File: src/hdl/isort_pkg.sv
package isort_pkg;

  localparam int unsigned ISORT_DATA_W   = 32;
  localparam int unsigned ISORT_CAPACITY = 64;

endpackage

File: src/hdl/isort_ram.sv
module isort_ram #(
  parameter int unsigned WIDTH = 32,
  parameter int unsigned DEPTH = 64,
  localparam int unsigned AW = (DEPTH > 1) ? $clog2(DEPTH) : 1
) (
  input  logic             clk_i,
  input  logic             we_i,
  input  logic [AW-1:0]    waddr_i,
  input  logic [WIDTH-1:0] wdata_i,
  input  logic             re_i,
  input  logic [AW-1:0]    raddr_i,
  output logic [WIDTH-1:0] rdata_o
);

  logic [WIDTH-1:0] mem_q [DEPTH];
  logic [WIDTH-1:0] rdata_q;

  always_ff @(posedge clk_i) begin
    if (we_i) begin
      mem_q[waddr_i] <= wdata_i;
    end
  end

  always_ff @(posedge clk_i) begin
    if (re_i) begin
      rdata_q <= mem_q[raddr_i];
    end
  end

  assign rdata_o = rdata_q;

endmodule

File: src/hdl/insertion_sorter.sv
// insertion_sorter: collects a set of signed 32-bit values and returns it sorted.
//
// input channel (in_valid_i / in_ready_o): one sample_value_i per request,
//   set_end_i marks the last value of the set. an unmarked request produces
//   nothing. values past CAPACITY are dropped and flagged.
// output channel (out_valid_o / out_ready_i): after the marked request the
//   set comes out in order, final_result_o on the last value, overflow_seen_o
//   on every value of a set that lost items.
// cfg_we_i / cfg_wdata_i set the order (1 = descending); it is sampled when
//   the marked request is taken.
// for a set of n values: n input requests, then a stable insertion sort
//   in the value ram, one ram read and one ram write per cycle: each key is
//   loaded, compared and placed, each entry it passes shifted up one slot,
//   then the results go out through the single read port and output register.
// in_ready_o is high only between sets; the next set starts once the final
//   result is taken. a stalled receiver just holds the current result.
// reset clears the count, the drop flag, the order bit and the controller;
//   the ram is not cleared, only entries written in the current set are read.
module insertion_sorter
  import isort_pkg::*;
#(
  parameter int unsigned CAPACITY = ISORT_CAPACITY
) (
  input  logic                           clk_i,
  input  logic                           rst_ni,
  input  logic                           cfg_we_i,
  input  logic                           cfg_wdata_i,
  input  logic                           in_valid_i,
  output logic                           in_ready_o,
  input  logic signed [ISORT_DATA_W-1:0] sample_value_i,
  input  logic                           set_end_i,
  output logic                           out_valid_o,
  input  logic                           out_ready_i,
  output logic signed [ISORT_DATA_W-1:0] sorted_value_o,
  output logic                           final_result_o,
  output logic                           overflow_seen_o
);

  localparam int unsigned AW = $clog2(CAPACITY);
  localparam int unsigned CW = $clog2(CAPACITY + 1);

  localparam logic [2:0] S_IDLE  = 3'd0;
  localparam logic [2:0] S_KEY   = 3'd1;
  localparam logic [2:0] S_LOAD  = 3'd2;
  localparam logic [2:0] S_CMP   = 3'd3;
  localparam logic [2:0] S_PLACE = 3'd4;
  localparam logic [2:0] S_ORD   = 3'd5;
  localparam logic [2:0] S_OLOAD = 3'd6;
  localparam logic [2:0] S_OHOLD = 3'd7;

  logic [2:0] state_q, state_d;
  logic [CW-1:0] count_q, count_d;
  logic dropped_q, dropped_d;
  logic cfg_desc_q;
  logic desc_q, desc_d;
  logic [CW-1:0] i_q, i_d;
  logic [AW-1:0] pos_q, pos_d;
  logic [CW-1:0] k_q, k_d;
  logic signed [ISORT_DATA_W-1:0] key_q, key_d;
  logic signed [ISORT_DATA_W-1:0] out_val_q, out_val_d;
  logic fin_q, fin_d;

  logic                    ram_we;
  logic [AW-1:0]           ram_waddr;
  logic [ISORT_DATA_W-1:0] ram_wdata;
  logic                    ram_re;
  logic [AW-1:0]           ram_raddr;
  logic [ISORT_DATA_W-1:0] ram_rdata;
  logic signed [ISORT_DATA_W-1:0] prev;
  logic move;
  logic in_take;
  logic has_room;

  isort_ram #(
    .WIDTH(ISORT_DATA_W),
    .DEPTH(CAPACITY)
  ) u_ram (
    .clk_i  (clk_i),
    .we_i   (ram_we),
    .waddr_i(ram_waddr),
    .wdata_i(ram_wdata),
    .re_i   (ram_re),
    .raddr_i(ram_raddr),
    .rdata_o(ram_rdata)
  );

  assign prev     = $signed(ram_rdata);
  assign move     = desc_q ? (prev < key_q) : (prev > key_q);
  assign in_ready_o = (state_q == S_IDLE);
  assign in_take  = in_valid_i && in_ready_o;
  assign has_room = (count_q < CW'(CAPACITY));

  always_comb begin
    state_d   = state_q;
    count_d   = count_q;
    dropped_d = dropped_q;
    desc_d    = desc_q;
    i_d       = i_q;
    pos_d     = pos_q;
    k_d       = k_q;
    key_d     = key_q;
    out_val_d = out_val_q;
    fin_d     = fin_q;
    ram_we    = 1'b0;
    ram_waddr = pos_q;
    ram_wdata = key_q;
    ram_re    = 1'b0;
    ram_raddr = pos_q;

    unique case (state_q)
      S_IDLE: begin
        if (in_take) begin
          if (has_room) begin
            ram_we    = 1'b1;
            ram_waddr = count_q[AW-1:0];
            ram_wdata = sample_value_i;
            count_d   = count_q + 1'b1;
          end else begin
            dropped_d = 1'b1;
          end
          if (set_end_i) begin
            desc_d = cfg_desc_q;
            i_d    = CW'(1);
            k_d    = '0;
            // a set of one needs no sorting
            if (count_d > CW'(1)) begin
              state_d = S_KEY;
            end else begin
              state_d = S_ORD;
            end
          end
        end
      end
      S_KEY: begin
        ram_re    = 1'b1;
        ram_raddr = i_q[AW-1:0];
        pos_d     = i_q[AW-1:0];
        state_d   = S_LOAD;
      end
      S_LOAD: begin
        key_d     = $signed(ram_rdata);
        ram_re    = 1'b1;
        ram_raddr = pos_q - 1'b1;
        state_d   = S_CMP;
      end
      S_CMP: begin
        ram_we    = 1'b1;
        ram_waddr = pos_q;
        if (move) begin
          // shift prev up one slot, keep walking down
          ram_wdata = prev;
          pos_d     = pos_q - 1'b1;
          if (pos_q == AW'(1)) begin
            state_d = S_PLACE;
          end else begin
            ram_re    = 1'b1;
            ram_raddr = pos_q - AW'(2);
          end
        end else begin
          ram_wdata = key_q;
          if (i_q + 1'b1 < count_q) begin
            i_d     = i_q + 1'b1;
            state_d = S_KEY;
          end else begin
            state_d = S_ORD;
          end
        end
      end
      S_PLACE: begin
        ram_we    = 1'b1;
        ram_waddr = '0;
        ram_wdata = key_q;
        if (i_q + 1'b1 < count_q) begin
          i_d     = i_q + 1'b1;
          state_d = S_KEY;
        end else begin
          state_d = S_ORD;
        end
      end
      S_ORD: begin
        ram_re    = 1'b1;
        ram_raddr = k_q[AW-1:0];
        state_d   = S_OLOAD;
      end
      S_OLOAD: begin
        out_val_d = $signed(ram_rdata);
        fin_d     = (k_q + 1'b1 == count_q);
        state_d   = S_OHOLD;
      end
      S_OHOLD: begin
        if (out_ready_i) begin
          if (fin_q) begin
            count_d   = '0;
            dropped_d = 1'b0;
            state_d   = S_IDLE;
          end else begin
            // fetch the next result while this one leaves
            k_d       = k_q + 1'b1;
            ram_re    = 1'b1;
            ram_raddr = k_d[AW-1:0];
            state_d   = S_OLOAD;
          end
        end
      end
      default: begin
        state_d = S_IDLE;
      end
    endcase
  end

  always_ff @(posedge clk_i or negedge rst_ni) begin
    if (!rst_ni) begin
      state_q    <= S_IDLE;
      count_q    <= '0;
      dropped_q  <= 1'b0;
      cfg_desc_q <= 1'b0;
      desc_q     <= 1'b0;
      i_q        <= '0;
      pos_q      <= '0;
      k_q        <= '0;
    end else begin
      state_q   <= state_d;
      count_q   <= count_d;
      dropped_q <= dropped_d;
      desc_q    <= desc_d;
      i_q       <= i_d;
      pos_q     <= pos_d;
      k_q       <= k_d;
      if (cfg_we_i) begin
        cfg_desc_q <= cfg_wdata_i;
      end
    end
  end

  always_ff @(posedge clk_i) begin
    key_q     <= key_d;
    out_val_q <= out_val_d;
    fin_q     <= fin_d;
  end

  assign out_valid_o     = (state_q == S_OHOLD);
  assign sorted_value_o  = out_val_q;
  assign final_result_o  = fin_q;
  assign overflow_seen_o = dropped_q;

  // sorting and output never touch entries beyond the stored count
  a_sort_write_in_range: assert property (@(posedge clk_i) disable iff (!rst_ni)
    (ram_we && state_q != S_IDLE) |-> (CW'(ram_waddr) < count_q))
    else $error("ram write outside the stored set");

  a_cmp_pos_nonzero: assert property (@(posedge clk_i) disable iff (!rst_ni)
    (state_q == S_CMP) |-> (pos_q != '0))
    else $error("compare step at slot zero");

  a_no_accept_while_output: assert property (@(posedge clk_i) disable iff (!rst_ni)
    !(in_ready_o && out_valid_o))
    else $error("input taken while a result is pending");

  a_clear_after_final: assert property (@(posedge clk_i) disable iff (!rst_ni)
    (out_valid_o && out_ready_i && final_result_o) |=> (count_q == '0 && !dropped_q))
    else $error("set state not cleared after final result");

  a_count_bounded: assert property (@(posedge clk_i) disable iff (!rst_ni)
    count_q <= CW'(CAPACITY))
    else $error("item count exceeds capacity");

endmodule

File: config.mk
export PLATFORM = sky130hd
export DESIGN_NAME = insertion_sorter
export DESIGN_NICKNAME = d
export VERILOG_FILES = /design/src/hdl/isort_pkg.sv /design/src/hdl/isort_ram.sv /design/src/hdl/insertion_sorter.sv
export SDC_FILE = /design/constraint.sdc
export NUM_CORES = 2
export LEC_CHECK = 0
export ABC_AREA = 1
export BUFFER_PORTS_ARGS = -buffer_cell sky130_fd_sc_hd__buf_2
export CAP_MARGIN = 30
export CORE_MARGIN = 2
export CORE_UTILIZATION = 36
export CTS_CLUSTER_SIZE = 28
export DETAILED_ROUTE_END_ITERATION = 6
export GPL_ROUTABILITY_DRIVEN = 0
export PLACE_DENSITY = 0.56
export RECOVER_POWER = 50
export SYNTH_ARGS = -nofsm -noshare
export SYNTH_HDL_FRONTEND = slang
export SYNTH_SLANG_ARGS = --single-unit
export TNS_END_PERCENT = 30
File: constraint.sdc
create_clock -name clk_i -period 7.45 [get_ports clk_i]
set_clock_uncertainty 0.05 [all_clocks]
set_input_delay 0.3725 -clock clk_i [delete_from_list [all_inputs] [get_ports clk_i]]
set_output_delay 0.3725 -clock clk_i [all_outputs]
set_load 0.01 [all_outputs]
==> qor.csv <==
stage,metric,value,unit
timing,fmax,158,MHz
detailed_routing,wl_per_cell,27.3,um
global_route,antenna_found_initial,9,
global_route,met1_usage,30.1,%
finish,layout-drive-gt1-share,9.42,%
timing,whs,277,ps
floorplanning,fp.dieH,507,um
floorplanning,dieWidth,507,um
detailed_routing,drtPass1Iterations,7,
critical_path,cp-end-kind,flip-flop,
finish,area_growth_syn_to_layout,12.8,%
timing,tns,0,ps
synthesis,synth_top_area_share,70.7,%
global_route,gr-total-overflow,0,
hold_path,worst_hold_startpoint,cfg_wdata_i,
synthesis,yosys.area.top_type,edfxtp_1,
critical_path,cp.required,8000,ps
critical_path,cp_slowest_cell,clkbuf_1,
synthesis,synth_fp_nets,6475,
finish,final_nets,6569,
detailed_routing,drtIter0Drc,6413,
global_route,grt_use_met2,32.1,%
timing,fin_crit_sh,85.1,%
global_route,grt_pass1_wl,391,mm
timing,timing.final.max_slew_violations,2023,
detailed_routing,drt_wl_total,274,mm
global_route,grt_pass1_vias,53600,
critical_path,startpoint_type,flip-flop,
timing,setup-violations-final,0,
finish,fin_cells,10000,
status,status,"complete, but fails checks",
synthesis,synth_most_common_cell,edfxtp_1,
critical_path,crit_arrival,6890,ps
critical_path,path_cells,"ha_1, nand2_1, nor2_1, nand4_1, nor2_1, nand2_1, nand3_1, nand3_1, nand2_1, nand2_1, inv_1, nand3_1, a31oi_1, clkbuf_1, buf_4",
hold_path,hold_depth,4,
clocking,clk_pin_slew,60,ps
clocking,cts_max_level,4,
placement,dp_hpwl,146,mm
critical_path,crit_top_cell,nand2_1,
synthesis,ys_ff_latch,2178,
placement,io_buffers,74,
global_route,grt_start_max_net_pins,151,
clocking,ctsHoldBuffers,7,
timing,hold_viol,0,
timing,rsz0062_at_grt,no,
clocking,cts_buffers,218,
synthesis,async_reset_ff_share,1.52,%
synthesis,yosys-top-cells-area,"edfxtp_1 (71%), mux2i_1 (11%), nand3_1 (8.0%)",
synthesis,netlist_area,0.0911,mm2
critical_path,r2r_cells,15,
critical_path,regToRegEndpoint,u_ram.mem_q[48][5],
global_route,grtUsageMet3,3.33,%
finish,n_fill_cell,22900,
timing,maxSlewHeadroom,-59.7,%
floorplanning,fp.coreArea,0.252,mm2
global_route,grtUsageTotal,20.8,%
status,violations,"capacitance limit, slew limit",
clocking,clockBufferDepth,3,
hold_path,hold_end,cfg_desc_q,
timing,min_period,6340,ps
critical_path,rrSetupSlack,1110,ps
synthesis,yosysWarnings,0,
detailed_routing,vias_per_cell,5.53,
critical_path,cp_slowest_stage_delay,1210,ps
detailed_routing,ant_nets,0,
flow_run,drv_cap,38,
hold_path,hp-class,in2reg,
synthesis,yosys-top-cells-count,"edfxtp_1 (2145), nand3_1 (1457), mux2i_1 (1024)",
critical_path,critPathMaxFanout,43,
finish,fin_util,40.9,%
placement,dp.cells,9599,
critical_path,worstSetupPathType,reg2reg,
critical_path,r2r-start,u_ram.rdata_o[20],
clocking,cts_setup_buffers,0,
clocking,cts_resized,0,
synthesis,synth_edf_count,2145,
synthesis,synthCells,6391,
floorplanning,dieArea,0.257,mm2
synthesis,seq_area_frac_synth,71.6,%
clocking,clk_latency,880,ps
global_route,grt_busiest_layer,met2,
detailed_routing,drc,0,
detailed_routing,vias,55500,
clocking,clkSinkCount,2178,
synthesis,avgSynthCellArea,14.3,um2
timing,worst_slew_pin_slew,2400,ps
clocking,root_buffer,clkbuf_16,
synthesis,synth_cell_types,44,
clocking,cts_tree,done,
floorplanning,floorplan.initialDensity,36.2,%
synthesis,ys.flop_type,edfxtp_1,
floorplanning,num_io_pins,75,
floorplanning,rows,184,
-- layer usage --
| layer | vias up | share of wire, % | wire [um] |
|---|---|---|---|
| met1 | 28300 | 43 | 118000 |
| met5 | - | 0.0029 | 8 |
| met4 | 2 | 3.0 | 8340 |
| met3 | 389 | 8.7 | 23800 |
| li1 | 24200 | - | - |
| met2 | 2587 | 45 | 124000 |
-- kinds of logic after synthesis --
family / synth area share, %
xor gates and xnor gates: 0.192
adders and majority gates: 0.618
DFF: 71.6
AOI/OAI and AO/OA: 1.38
and+or+nand+nor: 12.1
buffers and inverters: 2.88
muxes: 11.2
-- sequential cells by signal, summed over array words and instances, names as in the netlist --
register / count
u_ram.rdata_o: 32
count_q: 7
desc_q: 1
u_ram.mem_q: 2048
state_q: 3
overflow_seen_o: 1
final_result_o: 1
sorted_value_o: 32
cfg_desc_q: 1
i_q: 7
pos_q: 6
k_q: 7
key_q: 32
-- worst max-delay path by stage --
| stage | cells past startpoint | end | from | slack (ps) |
|---|---|---|---|---|
| floorplan | 14 | u_ram.mem_q[0][20] | u_ram.rdata_o[31] | 2990 |
| global placement | 25 | u_ram.rdata_o[19] | u_ram.rdata_o[1] | 1700 |
| global route | 15 | u_ram.mem_q[48][5] | u_ram.rdata_o[20] | 800 |
| detailed placement | 20 | u_ram.rdata_o[4] | u_ram.rdata_o[20] | 1850 |
| CTS | 20 | u_ram.rdata_o[4] | u_ram.rdata_o[20] | 1830 |
| finish | 15 | u_ram.mem_q[48][5] | u_ram.rdata_o[20] | 1110 |
-- cell type report --
| type | instances | area [um2] | share of cell area, % |
|---|---|---|---|
| Sequential cell | 2178 | 65200 | 63.4 |
| Clock inverter | 131 | 1050 | 1.02 |
| Antenna cell | 9 | 22.5 | 0.0219 |
| Timing Repair Buffer | 284 | 2240 | 2.17 |
| Clock buffer | 274 | 5790 | 5.63 |
| Multi-Input combinational cell | 3689 | 23900 | 23.2 |
| Tap cell | 3348 | 4190 | 4.07 |
| Inverter | 114 | 429 | 0.417 |
-- through the flow --
| stage | area (um2) | worst slack (ps) |
|---|---|---|
| 2_1_floorplan | 91100 | 2990 |
| 3_3_place_gp | 96000 | 1700 |
| 3_5_place_dp | 96000 | 1850 |
| 4_1_cts | 103000 | 1830 |
| 5_1_grt | 103000 | 803 |
| 6_report | 103000 | 1110 |
-- critical path, delay by kind of cell, from the launching register on --
kind,cells,cell delay (ps)
buf+inv,3,2850
simple gates,10,1320
compound gates,1,740
flops,1,610
fa+ha+maj,1,380
-- placed cells by master (no fill, tap or decap), types with 3 or more instances in the layout --
master            n
inv_1            98
dlygate4sd3_1     7
clkbuf_16       223
edfxtp_1       2145
nor2_4           68
o21ai_4           9
inv_2            13
o221ai_1          4
xor2_1           19
a2111oi_0         6
nand2_2           3
clkbuf_1         98
nor2_1           43
bufinv_16        14
nand3_1        1457
a21oi_4           3
inv_16            3
o21ai_0          49
diode_2           9
inv_6             4
nand4_1          10
o22ai_1          18
a22oi_1           9
buf_12           34
buf_2            37
dfrtp_1          33
buf_4           129
clkinv_1         68
clkbuf_2         25
ha_1             45
clkinv_2         38
a21oi_1          31
nand4_2           7
a31oi_1           3
o211ai_1         51
mux2i_1        1024
nand2_1         802
clkinvlp_4        3
nor3_1            8
Power is not shown: default switching activity piles up to over one toggle a cycle in this logic, so the estimate is an artifact.
